### config.mk
export PLATFORM = sky130hd
export DESIGN_NAME = tft_out
export DESIGN_NICKNAME = d
export VERILOG_FILES = /design/src/hdl/tft_pkg.sv /design/src/hdl/tft_out.sv
export SDC_FILE = /design/constraint.sdc
export NUM_CORES = 1
export LEC_CHECK = 0
export BUFFER_PORTS_ARGS = -buffer_cell sky130_fd_sc_hd__buf_2
export CAP_MARGIN = 20
export CORE_ASPECT_RATIO = 1.75
export CORE_MARGIN = 5
export CORE_UTILIZATION = 41
export DETAILED_ROUTE_END_ITERATION = 8
export PLACE_DENSITY = 0.83
export SYNTH_ARGS = -nofsm -noshare
export SYNTH_HDL_FRONTEND = slang
export SYNTH_SLANG_ARGS = --single-unit
### constraint.sdc
create_clock -name clk -period 1.2 [get_ports clk]
set_input_delay 0.12 -clock clk [delete_from_list [all_inputs] [get_ports clk]]
set_output_delay 0.12 -clock clk [all_outputs]
set_load 0.01 [all_outputs]
### src/hdl/tft_pkg.sv
// ----------------------------------------------------------------------------
// tft_pkg
// Types and constants shared by the triangle tangent controller, datapath,
// result stage and top level.
// ----------------------------------------------------------------------------
package tft_pkg;

	localparam int TAN_W    = 32;
	localparam int DELTA_W  = 33;
	localparam int PROD_W   = 66;
	localparam int ACC_W    = 67;
	localparam int MAG_W    = 66;
	localparam int QUO_W    = 33;
	localparam int CNT_W    = 6;
	localparam int STEP_W   = 3;
	localparam int AXES     = 3;

	localparam int MUL_STEPS = 8;
	localparam int DIV_STEPS = 33;

	localparam logic [1:0] LAST_CORNER = 2'd2;
	localparam logic [1:0] MID_CORNER  = 2'd1;

	// multiplier schedule
	localparam logic [STEP_W-1:0] STEP_DET_A = 3'd0;
	localparam logic [STEP_W-1:0] STEP_DET_B = 3'd1;

	localparam logic [QUO_W-1:0] QUO_MAX_POS = 33'h0_7FFF_FFFF;
	localparam logic [QUO_W-1:0] QUO_MAX_NEG = 33'h0_8000_0000;
	localparam logic [TAN_W-1:0] TAN_SAT_POS = 32'h7FFF_FFFF;
	localparam logic [TAN_W-1:0] TAN_SAT_NEG = 32'h8000_0000;

	typedef enum logic [2:0] {
		ST_IDLE,
		ST_MUL,
		ST_PREP,
		ST_DIV_INIT,
		ST_DIV,
		ST_DONE
	} state_t;

	typedef struct packed {
		logic              hold_wr;
		logic              hold_slot;
		logic              delta_ld;
		logic              mul_issue;
		logic [STEP_W-1:0] mul_step;
		logic              prep;
		logic              div_init;
		logic              div_step;
		logic              out_load;
	} cmd_t;

	typedef struct packed {
		logic [TAN_W-1:0] tan_x;
		logic [TAN_W-1:0] tan_y;
		logic [TAN_W-1:0] tan_z;
		logic             degen;
	} res_t;

endpackage

### src/hdl/tft_out.sv
// ----------------------------------------------------------------------------
// tft_out
// Result stage: holds one triangle's tangent and sends it once per corner.
// ----------------------------------------------------------------------------
module tft_out (
	input  logic                clk,
	input  logic                arst_n,
	input  logic                load,
	input  tft_pkg::res_t       res,
	output logic                busy,
	output logic                out_valid,
	input  logic                out_stall,
	output logic signed [31:0]  tangent_x,
	output logic signed [31:0]  tangent_y,
	output logic signed [31:0]  tangent_z,
	output logic [1:0]          corner_index,
	output logic                degenerate,
	output logic                last_of_triangle
);

	tft_pkg::res_t res_q;
	logic [1:0]    idx_q;
	logic          valid_q;
	logic          xfer;

	assign xfer = valid_q && !out_stall;

	always_ff @(posedge clk or negedge arst_n) begin
		if (!arst_n) begin
			valid_q <= 1'b0;
			idx_q   <= '0;
		end else if (load) begin
			valid_q <= 1'b1;
			idx_q   <= '0;
		end else if (xfer) begin
			if (idx_q == tft_pkg::LAST_CORNER)
				valid_q <= 1'b0;
			idx_q <= idx_q + 1'b1;
		end
	end

	always_ff @(posedge clk) begin
		if (load)
			res_q <= res;
	end

	assign busy             = valid_q;
	assign out_valid        = valid_q;
	assign tangent_x        = res_q.tan_x;
	assign tangent_y        = res_q.tan_y;
	assign tangent_z        = res_q.tan_z;
	assign corner_index     = idx_q;
	assign degenerate       = res_q.degen;
	assign last_of_triangle = (idx_q == tft_pkg::LAST_CORNER);

endmodule

==> key figures <==
Yosys
  • #FFs+latches synth: 100
  • Sequential area share after synthesis: 96.7%
  • Post-synth cell types: 11
  • Synthesized instance count: 112
  • Synthesized area per cell: 27.6 um^2
  • Synth Warn #: 0
  • Syn Nets: 214
  • Cell area after synthesis: 3090 um^2

Placement
  • DP Worst Slack: 79.2 ps
  • GP Congestion: 0.781
  • Placed wire-length estimate: 5930 um
  • Input/output buffers: 202
  • Placed Area: 4250 um^2

Floorplan
  • I/O pin count: 203
  • Core area: 7460 um^2
  • Row count: 42
  • Die width: 75.6 um
  • Initial core utilization: 41.4%
  • Die area: 9440 um^2
  • Die Height: 125 um

STA
  • Min cycle time layout: 1200 ps
  • Final cycle utilization of the critical path: 100%
  • Setup Viol. Count Final: 1
  • Clk_skew: 2.11 ps
  • Fmax: 831 MHz
  • Final WS setup: -2.75 ps
  • RSZ-0062 raised after global routing: true
  • Final Max Slew Viols: 0
  • Slew @ Worst Pin: 249 ps
  • Hold Fails Final Rpt: 0
  • Slew margin rel.: 83.4%

Outcome
  • Failing checks: negative setup slack
  • Outcome: finished with violations

Layout
  • Commonest non-fill, non-tap cell in the layout: buf_2
  • Layout Cell Area excl Fill: 5550 um^2
  • Share of cells above drive strength 1: 52.2%
  • Layout Nets: 528
  • FILL cells: 450
  • Most frequent cells in the layout: buf_2 (200), dlygate4sd3_1 (98), edfxtp_1 (97)
  • Synthesis-to-finish area growth: 79.5%

Worst hold path
  • Hold Crit Class: input port to asynchronous set/reset pin

Global routing
  • Total GRT Usage: 20.6%
  • GR Overflow Total: 0
  • First-pass GRT wire length: 13800 um
  • Largest net degree at the start of global routing: 41
  • Initial antenna violation count: 1
  • Vias in the first global route: 2622

Clock tree
  • CTS tree: built
  • Clock Sinks: 100
  • Skew-Pair Late Insertion Delay: 330 ps
  • Clock transition at path regs: 60 ps
  • CTS H-tree depth: 3
  • Total CTS buffers: 9
  • Clock Root Buffer: clkbuf_16
  • Clock Path Buffers: 2

Power and ir drop
  • VDD IR max: 1.08 mV
  • Tot Pwr: 0.00799 W
  • Cell area power density: 1440 nW/um^2
  • Static Leak: 2.41 nW

Setup path
  • Worst Setup Start Kind: flip-flop
  • Path type of the worst setup path: flip-flop to primary output
  • Worst Path Arrival: 1080 ps
  • WP data required: 1080 ps
  • Worst setup EP type: primary output
  • CP Max Fanout: 2

Route
  • DRT Wirelength: 9540 um
  • Drt wl/cell: 18.3 um
  • Via density: 4.48
  • Post-DRT Antenna Nets: 0
  • Drc violations: 0
  • Iter 0 DRT Violations: 104
  • Routed via count: 2327
  • First-pass DRT Iterations: 4

Flow run
  • Max cap viols: 0
-- cell families (layout without fill, tap and decap cells) --
logic type	Yosys count	in the layout	synth area share (%)
buf+inv	2	321	0.364
mux	2	2	0.972
simple gates	6	6	1.30
flops	100	100	96.7
other cells	0	1	0
fa+ha+maj	1	1	0.405
compound gates	1	1	0.283
-- stage by stage --
step           TNS, ps  hold WS [ps]  utilization, %  instances
2_1_floorplan        0          -176               -        112
4_1_cts          -30.8          89.0            74.2        518
5_1_grt          -60.5           130            74.3        520
3_3_place_gp         0         -84.2            57.0        404
6_report         -2.75           133            74.3        520
3_5_place_dp         0         -82.2            57.0        404
-- synth_stat cells --
| cell | n | area share, % |
|---|---|---|
| a21o_2 | 1 | 0.28 |
| buf_4 | 1 | 0.24 |
| dfrtp_1 | 3 | 2.4 |
| edfxtp_1 | 97 | 94 |
| ha_1 | 1 | 0.40 |
| inv_1 | 1 | 0.12 |
| mux2_4 | 2 | 0.97 |
| nand2b_1 | 1 | 0.20 |
| nor2_1 | 2 | 0.24 |
| nor2b_1 | 2 | 0.40 |
| nor2b_4 | 1 | 0.45 |
-- routing by layer --
metal,GRT usage [%],share of wire (%),up-vias,wire [um]
li1,-,-,1073,-
met1,20.4,32,1109,3060
met2,37.2,57,117,5480
met3,4.36,6.3,28,602
met4,11.8,4.2,0,399
met5,0,0,-,0
-- final timing paths --
path,start,endpoint,slack (ps),depth (start not counted)
setup / recovery,corner_index[0],last_of_triangle,-3,3
hold / removal,arst_n,corner_index[1],130,2
setup reg to reg,corner_index[0],corner_index[1],40,4
hold reg to reg,busy,busy,560,1
max in group asynchronous,arst_n,busy,960,2
min in group clk,out_stall,busy,170,3
-- critical path, stage by stage, from the launching register on --
cell     delay [ps]
dfrtp_1         390
inv_1            70
ha_2            190
buf_6           100
-- final cells by class --
| cell class | instances | area [um^2] | area share [%] |
|---|---|---|---|
| sequential | 100 | 2990 | 53.9 |
| timing repair buffer | 304 | 2060 | 37.1 |
| clock inverter | 6 | 65.1 | 1.17 |
| inverter | 1 | 3.75 | 0.0677 |
| antenna | 1 | 2.50 | 0.0451 |
| tap | 88 | 110 | 1.98 |
| multi-input combinational | 10 | 93.8 | 1.69 |
| clock buffer | 10 | 229 | 4.13 |
-- state kept, by name, indices dropped and copies added (netlist names) --
register      flops
tangent_x        32
corner_index      2
tangent_y        32
degenerate        1
tangent_z        32
busy              1
-- where the power goes --
part           internal [W]  switching (W)
registers           0.00414      0.0000851
logic              0.000544       0.000453
clock network       0.00161        0.00115
total               0.00630        0.00169
-- what timing repair did --
action                                 in CTS  in global routing
endpoints found under the hold margin     100                  0
hold buffers                               98                  0
gates resized for setup                     2                  0
setup endpoints to repair                   1                  2
buffers inserted                            0                  1
Power figures use the tool's default switching activity.
