### src/hdl/tft_pkg.sv
// ----------------------------------------------------------------------------
// tft_pkg
// Types and constants shared by the triangle tangent controller, datapath,
// result stage and top level.
// ----------------------------------------------------------------------------
package tft_pkg;

	localparam int TAN_W    = 32;
	localparam int DELTA_W  = 33;
	localparam int PROD_W   = 66;
	localparam int ACC_W    = 67;
	localparam int MAG_W    = 66;
	localparam int QUO_W    = 33;
	localparam int CNT_W    = 6;
	localparam int STEP_W   = 3;
	localparam int AXES     = 3;

	localparam int MUL_STEPS = 8;
	localparam int DIV_STEPS = 33;

	localparam logic [1:0] LAST_CORNER = 2'd2;
	localparam logic [1:0] MID_CORNER  = 2'd1;

	// multiplier schedule
	localparam logic [STEP_W-1:0] STEP_DET_A = 3'd0;
	localparam logic [STEP_W-1:0] STEP_DET_B = 3'd1;

	localparam logic [QUO_W-1:0] QUO_MAX_POS = 33'h0_7FFF_FFFF;
	localparam logic [QUO_W-1:0] QUO_MAX_NEG = 33'h0_8000_0000;
	localparam logic [TAN_W-1:0] TAN_SAT_POS = 32'h7FFF_FFFF;
	localparam logic [TAN_W-1:0] TAN_SAT_NEG = 32'h8000_0000;

	typedef enum logic [2:0] {
		ST_IDLE,
		ST_MUL,
		ST_PREP,
		ST_DIV_INIT,
		ST_DIV,
		ST_DONE
	} state_t;

	typedef struct packed {
		logic              hold_wr;
		logic              hold_slot;
		logic              delta_ld;
		logic              mul_issue;
		logic [STEP_W-1:0] mul_step;
		logic              prep;
		logic              div_init;
		logic              div_step;
		logic              out_load;
	} cmd_t;

	typedef struct packed {
		logic [TAN_W-1:0] tan_x;
		logic [TAN_W-1:0] tan_y;
		logic [TAN_W-1:0] tan_z;
		logic             degen;
	} res_t;

endpackage

### src/hdl/tft_ctrl.sv
// ----------------------------------------------------------------------------
// tft_ctrl
// Sequencer: counts corners, runs the multiplier schedule, the divider
// iterations and hands the finished tangent to the result stage.
// ----------------------------------------------------------------------------
module tft_ctrl (
	input  logic          clk,
	input  logic          arst_n,
	input  logic          in_valid,
	output logic          in_stall,
	input  logic          out_busy,
	output tft_pkg::cmd_t cmd
);

	tft_pkg::state_t              state_q, state_d;
	logic [tft_pkg::CNT_W-1:0]    cnt_q;
	logic [1:0]                   corner_q;
	logic                         accept;

	assign accept = in_valid && (state_q == tft_pkg::ST_IDLE);

	always_comb begin
		state_d = state_q;
		unique case (state_q)
			tft_pkg::ST_IDLE: begin
				if (accept && corner_q == tft_pkg::LAST_CORNER)
					state_d = tft_pkg::ST_MUL;
			end
			tft_pkg::ST_MUL: begin
				if (cnt_q == tft_pkg::CNT_W'(tft_pkg::MUL_STEPS))
					state_d = tft_pkg::ST_PREP;
			end
			tft_pkg::ST_PREP:     state_d = tft_pkg::ST_DIV_INIT;
			tft_pkg::ST_DIV_INIT: state_d = tft_pkg::ST_DIV;
			tft_pkg::ST_DIV: begin
				if (cnt_q == tft_pkg::CNT_W'(tft_pkg::DIV_STEPS - 1))
					state_d = tft_pkg::ST_DONE;
			end
			tft_pkg::ST_DONE: begin
				if (!out_busy)
					state_d = tft_pkg::ST_IDLE;
			end
			default: state_d = tft_pkg::ST_IDLE;
		endcase
	end

	always_comb begin
		cmd      = '0;
		in_stall = 1'b1;
		unique case (state_q)
			tft_pkg::ST_IDLE: begin
				in_stall      = 1'b0;
				cmd.hold_slot = (corner_q == tft_pkg::MID_CORNER);
				cmd.hold_wr   = accept && (corner_q != tft_pkg::LAST_CORNER);
				cmd.delta_ld  = accept && (corner_q == tft_pkg::LAST_CORNER);
			end
			tft_pkg::ST_MUL: begin
				cmd.mul_issue = (cnt_q < tft_pkg::CNT_W'(tft_pkg::MUL_STEPS));
				cmd.mul_step  = cnt_q[tft_pkg::STEP_W-1:0];
			end
			tft_pkg::ST_PREP:     cmd.prep     = 1'b1;
			tft_pkg::ST_DIV_INIT: cmd.div_init = 1'b1;
			tft_pkg::ST_DIV:      cmd.div_step = 1'b1;
			tft_pkg::ST_DONE:     cmd.out_load = !out_busy;
			default: ;
		endcase
	end

	always_ff @(posedge clk or negedge arst_n) begin
		if (!arst_n) begin
			state_q  <= tft_pkg::ST_IDLE;
			cnt_q    <= '0;
			corner_q <= '0;
		end else begin
			state_q <= state_d;
			if ((state_q == tft_pkg::ST_MUL || state_q == tft_pkg::ST_DIV)
					&& state_d == state_q)
				cnt_q <= cnt_q + 1'b1;
			else
				cnt_q <= '0;
			if (accept) begin
				if (corner_q == tft_pkg::LAST_CORNER)
					corner_q <= '0;
				else if (corner_q == tft_pkg::MID_CORNER)
					corner_q <= tft_pkg::LAST_CORNER;
				else
					corner_q <= tft_pkg::MID_CORNER;
			end
		end
	end

endmodule

### config.mk
export PLATFORM = sky130hd
export DESIGN_NAME = tft_ctrl
export DESIGN_NICKNAME = d
export VERILOG_FILES = /design/src/hdl/tft_pkg.sv /design/src/hdl/tft_ctrl.sv
export SDC_FILE = /design/constraint.sdc
export NUM_CORES = 1
export LEC_CHECK = 0
export BUFFER_PORTS_ARGS = -buffer_cell sky130_fd_sc_hd__buf_4
export CAP_MARGIN = 20
export CELL_PAD_IN_SITES_DETAIL_PLACEMENT = 1
export CELL_PAD_IN_SITES_GLOBAL_PLACEMENT = 2
export CORE_ASPECT_RATIO = 0.6
export CORE_MARGIN = 8
export CORE_UTILIZATION = 30
export CTS_BUF_LIST = sky130_fd_sc_hd__clkbuf_4 sky130_fd_sc_hd__clkbuf_8
export DETAILED_ROUTE_END_ITERATION = 10
export PLACE_DENSITY = 0.73
export SLEW_MARGIN = 20
export SYNTH_ARGS = -nofsm -noshare
export SYNTH_HDL_FRONTEND = slang
export SYNTH_SLANG_ARGS = --single-unit
### constraint.sdc
create_clock -name clk -period 1.55 [get_ports clk]
set_input_delay 0.31 -clock clk [delete_from_list [all_inputs] [get_ports clk]]
set_output_delay 0.31 -clock clk [all_outputs]
set_load 0.03 [all_outputs]
==> impl_metrics.yaml, run 1 <==
outcome:
  outcome: "finished, violations left"
  violations: "negative setup slack"
cells_and_area:
  layout.cells.non_filler: 149
  area_growth_pct: 94.37
  fin_util_pct: 61.94
  fin_area_mm2: 0.001340
  mostFrequentLayoutCell: "buf_4"
  drive_gt1_share_pct: 68.07
  final_cell_mix: "27 x buf_4, 17 x buf_6, 8 x dfrtp_1"
  nets: 129
  num-fill-cells: 229
  n_antenna_cell: 0
setup_path:
  r2r-start: "cnt_q[1]"
  crit_fanout: 2
  worstRegToRegCells: 6
  crit_path_end: "state_q[1]"
  end_kind: "register"
  ff2ff_setup_slack_ns: -0.17
  setup.worst_path.start_class: "register"
  required_ns: 1.72
  crit_start: "cnt_q[1]"
  crit_type: "register to register"
  rr_endpoint: "state_q[1]"
  critPathArrivalTime_ns: 1.89
floorplan:
  die_y_um: 53.13
  dieArea_mm2: 0.004138
  die_x_um: 77.89
  core-area_mm2: 0.002163
  ios: 16
  start_util_pct: 31.87
  fp-row-count: 13
yosys:
  yosysTopAreaCellShare_pct: 39.93
  syn-cell-area_um2: 689.4
  yosys-top-cells-area: "dfrtp_1 40%, ha_1 9.1%, o311ai_4 3.8%"
  synth_ff_type: "dfrtp_1"
  synth-warning-count: 0
  syn_avg_cell_area_um2: 9.710
  yosysSeqAreaShare_pct: 39.93
  ys_ff_latch: 11
  synth-edff-count: 0
  synthArstFlopShare_pct: 100.0
  synth_top_area_cell: "dfrtp_1"
  syn_inst: 71
  yosysUniqueCellTypes: 30
  syn_nets: 80
grt:
  grt_pass1_vias: 803
  grt_pass1_wl_um: 4305
  overflow: 0
  antenna_found_initial: 0
  grtUsageTotal_pct: 14.10
  grt_max_degree: 12
sta:
  fmaxAchievable_mhz: 581.0
  tightest_slew_ns: 0.3786
  fin_crit_sh_pct: 111.1
  timing.setup.tns_ns: -2.158
  finalHoldViolations: 0
  worst_slack_ns: -0.1713
  rsz0062_at_grt: "yes"
  finalSetupViolCount: 18
  report.final.slew_viol_count: 0
  fin_crit_ns: 1.721
  whs_ns: 0.3746
  slew_headroom_pct: 74.76
  fin_skew_ns: 0.007328
hold_path:
  hp-start: "out_busy"
  min_path_type: "primary input to register"
power:
  swShare_pct: 41.96
  ir_drop_uv: 913.2
  p_seq_share_pct: 18.2
  p_int_mw: 1.472
  clkPwrFrac_pct: 12.3
  p_comb_share_pct: 69.5
  p_per_area_mw_per_mm2: 1893
  p_leak_nw: 0.5960
  total_power_mw: 2.537
  total_switching_power_mw: 1.064
placed_design:
  place.gp.congestion: 0.7757
  place_area_um2: 972.2
  dp_cells: 127
  detailedPlace.worstSlack_ns: -0.1209
  port_buffers: 15
  hpwlAfterDp_um: 1576
clock_tree:
  numCtsBuffers: 3
  insertion_delay_ns: 0.24
  cts_buffer_depth: 2
  clock_sinks: 11
  path_clk_slew_ns: 0.05
  cts_tree: "built"
  htree_num_levels: 1
  cts_root_buf: "clkbuf_8"
routing:
  routed_wl_um: 2890
  wire_per_inst_um: 19.40
  ant_nets: 0
  num_vias: 707
  first_pass_iters: 4
  detail_route.vias_per_cell: 4.745
  dr.first_iter.drc_count: 23
  post-route-drc-count: 0
job:
  maxCapViolCount: 0
## flip-flops by register name (all words and copies together), names as in the netlist
register and cells:
state_q 3, corner_q 2, cnt_q 6
## power groups by stage
stage / Combinational, mW / Sequential, mW / Clock (mW)
floorplan: 0.673 / 0.420 / 0
global placement: 1.06 / 0.436 / 0
detailed placement: 1.09 / 0.438 / 0
CTS: 1.41 / 0.451 / 0.320
global route: 1.87 / 0.468 / 0.333
finish: 1.76 / 0.462 / 0.312
## cells in the mapped netlist (all sizes together), types with 2 or more instances
master	number
nor2b	3
clkbuf	2
xnor2	2
nor3b	3
dfrtp	11
o21ai	3
or3	3
ha	5
a21oi	4
inv	6
nor2	5
nand2	5
nand3	3
## worst max-delay path: stages (launching register included)
cell      delay (ns)
dfrtp_1         0.41
inv_2           0.10
ha_4            0.13
or3b_4          0.40
buf_6           0.13
or3_4           0.32
o21bai_1        0.14
## logic make-up after synthesis
group / synth area share, %
and+or+nand+nor: 26.32
xor gates and xnor gates: 3.812
DFF: 39.93
adders and majority gates: 9.074
buffers and inverters: 4.536
AOI/OAI and AO/OA: 16.34
## how the worst min path moves through the flow
stage | endpoint | slack (ns) | cells past startpoint
floorplan | cnt_q[0] | 0.01 | 0
global placement | cnt_q[4] | 0.16 | 1
detailed placement | state_q[2] | 0.16 | 1
CTS | state_q[2] | 0.36 | 3
global route | state_q[2] | 0.37 | 3
finish | state_q[2] | 0.37 | 3
## layout make-up
class	instances	area (um2)	area share, %
multi-input cells	52	533.0	39.78
inverters	6	22.52	1.681
clock buffers	4	48.80	3.641
flip-flops and latches	11	279.0	20.82
repair buffers	46	419.2	31.28
well taps	30	37.54	2.801
## per-layer routing
| metal | part of all wire [%] | track usage (%) |
|---|---|---|
| met1 | 49 | 17.06 |
| met3 | 3.7 | 4.730 |
| met2 | 46 | 23.59 |
| met4 | 1.1 | 4.037 |
| met5 | 0 | 0 |
## timing repair
action,CTS,global route
hold buffers,1,0
endpoints found under the hold margin,11,0
gates resized for setup,28,21
buffers inserted,13,5
pin swaps,9,9
endpoints found under the setup margin,18,20
Power figures use the tool's default switching activity.
==> run 2, diff against run 1 <==
--- a/config.mk
+++ b/config.mk
@@ -15,6 +15,7 @@
 export CTS_BUF_LIST = sky130_fd_sc_hd__clkbuf_4 sky130_fd_sc_hd__clkbuf_8
 export DETAILED_ROUTE_END_ITERATION = 10
 export PLACE_DENSITY = 0.73
+export SETUP_SLACK_MARGIN = 0.1
 export SLEW_MARGIN = 20
 export SYNTH_ARGS = -nofsm -noshare
 export SYNTH_HDL_FRONTEND = slang
==> run 2 against run 1 <==
Effect of this change: the run still ends with negative setup slack left; die area stayed put; count of clock-buffer cells in the layout unchanged; combinational power fell by 11%; sequential power about the same; register-to-register slack better by 0.07 ns; critical endpoint is now cmd[10]; highest routed layer unchanged.
==> impl_metrics.yaml, run 2 (synthesis gave the netlist of run 1 again) <==
power:
  clkPwrFrac_pct: 13.4
  p_per_area_mw_per_mm2: 1804
  p_leak_nw: 0.5743
  p_comb_share_pct: 66.7
  p_int_mw: 1.341
  p_seq_share_pct: 19.8
  ir_drop_uv: 946.5
  total_switching_power_mw: 0.9957
  swShare_pct: 42.62
cells_and_area:
  fin_util_pct: 59.86
  largest-register: "cnt_q"
  top_regs: "cnt_q: 6 flops, state_q: 3 flops, corner_q: 2 flops"
  n_antenna_cell: 0
  layout.cells.non_filler: 144
  largest_reg_flops: 6
  fin_area_mm2: 0.001295
  drive_gt1_share_pct: 67.54
  num-fill-cells: 219
  mostFrequentLayoutCell: "buf_4"
  area_growth_pct: 87.84
  nets: 124
  final_cell_mix: "26 x buf_4, 14 x buf_6, 8 x dfrtp_1"
floorplan:
  start_util_pct: 31.87
  die_y_um: 53.13
  die_x_um: 77.89
  fp-row-count: 13
  ios: 16
  dieArea_mm2: 0.004138
  core-area_mm2: 0.002163
sta:
  report.final.slew_viol_count: 0
  worst_slack_ns: -0.1760
  fmaxAchievable_mhz: 579.4
  finalSetupViolCount: 18
  slew_headroom_pct: 76.67
  fin_crit_sh_pct: 111.4
  rsz0062_at_grt: "yes"
  tightest_slew_ns: 0.3500
  timing.setup.tns_ns: -1.398
  finalHoldViolations: 0
  fin_skew_ns: 0.004821
  fin_crit_ns: 1.726
setup_path:
  rr_endpoint: "cnt_q[5]"
  crit_type: "register to output pin"
  worstRegToRegCells: 5
  setup.worst_path.start_class: "register"
  critPathArrivalTime_ns: 1.42
  crit_fanout: 5
  end_kind: "output pin"
  r2r-start: "state_q[1]"
  crit_path_end: "cmd[10]"
  ff2ff_setup_slack_ns: -0.10
  crit_start: "state_q[1]"
  required_ns: 1.24
grt:
  grtUsageTotal_pct: 13.48
  top_usage_layer: "met2"
  grt_pass1_wl_um: 4174
  grt_use_met3_pct: 4.223
  use_met1_pct: 17.06
  met2_usage_pct: 21.38
  grt_max_degree: 12
  antenna_found_initial: 0
  grt_pass1_vias: 768
  overflow: 0
clock_tree:
  cts_buffer_depth: 2
  clock_sinks: 11
  numCtsBuffers: 3
  cts_root_buf: "clkbuf_8"
  htree_num_levels: 1
  insertion_delay_ns: 0.24
  cts_tree: "built"
  path_clk_slew_ns: 0.05
routing:
  num_vias: 682
  routed_wl_um: 2615
  post-route-drc-count: 0
  first_pass_iters: 3
  dr.first_iter.drc_count: 12
  ant_nets: 0
  detail_route.vias_per_cell: 4.736
  wire_per_inst_um: 18.16
job:
  maxCapViolCount: 0
placed_design:
  detailedPlace.worstSlack_ns: -0.1594
  port_buffers: 15
  place.gp.congestion: 0.7814
  dp_cells: 128
  hpwlAfterDp_um: 1701
  place_area_um2: 994.7
outcome:
  outcome: "finished, violations left"
  violations: "negative setup slack"
hold_path:
  min_path_type: "primary input to register"
-- run 2: cell types whose count changed in the layout (fill, tap and decap cells not counted), sizes merged --
cell  change
buf       -5
-- run 2: power by group through the flow --
stage          Clock, mW  Sequential [mW]  Combinational, mW
3_5_place_dp           0            0.453               1.13
2_1_floorplan          0            0.425              0.742
6_report           0.314            0.463               1.56
3_3_place_gp           0            0.446               1.10
4_1_cts            0.319            0.449               1.41
5_1_grt            0.333            0.470               1.67
-- run 2: per-layer routing --
metal | vias up | share of wire [%]
li1 | 335 | -
met1 | 330 | 50
met2 | 13 | 45
met3 | 4 | 4.4
met4 | 0 | 1.1
met5 | - | 0
-- run 2: how the worst min path moves through the flow --
| stage | startpoint | to | slack (ns) | depth (start not counted) |
|---|---|---|---|---|
| global placement | arst_n | state_q[2] | 0.15 | 1 |
| CTS | out_busy | state_q[2] | 0.36 | 3 |
| global route | out_busy | state_q[2] | 0.39 | 3 |
| detailed placement | arst_n | state_q[2] | 0.16 | 1 |
| floorplan | arst_n | cnt_q[0] | 0.01 | 0 |
| finish | out_busy | state_q[2] | 0.37 | 3 |
-- run 2: through the flow --
step	total power, mW	hold WS (ns)
2_1_floorplan	1.167	0.01441
3_3_place_gp	1.548	0.1535
3_5_place_dp	1.581	0.1581
4_1_cts	2.179	0.3607
5_1_grt	2.471	0.3906
6_report	2.336	0.3674
-- run 2: final cells by class --
type	count	area (um2)	share of cell area [%]
inverter	6	22.52	1.739
clock buffer	4	48.80	3.768
tap	30	37.54	2.899
timing repair buffer	41	362.8	28.02
sequential	11	279.0	21.55
multi-input combinational	52	544.3	42.03
-- run 2: worst max-delay path, stage by stage, from the launching register on --
cell and delay [ns]:
dfrtp_2 0.47, nor4b_4 0.36, nor2b_4 0.21, buf_6 0.13
-- run 2: what timing repair did --
action | CTS | global route
buffers inserted | 9 | 2
hold endpoints to repair | 11 | 0
gates resized for setup | 23 | 18
hold buffers | 1 | 0
pin swaps | 10 | 5
endpoints found under the setup margin | 19 | 20
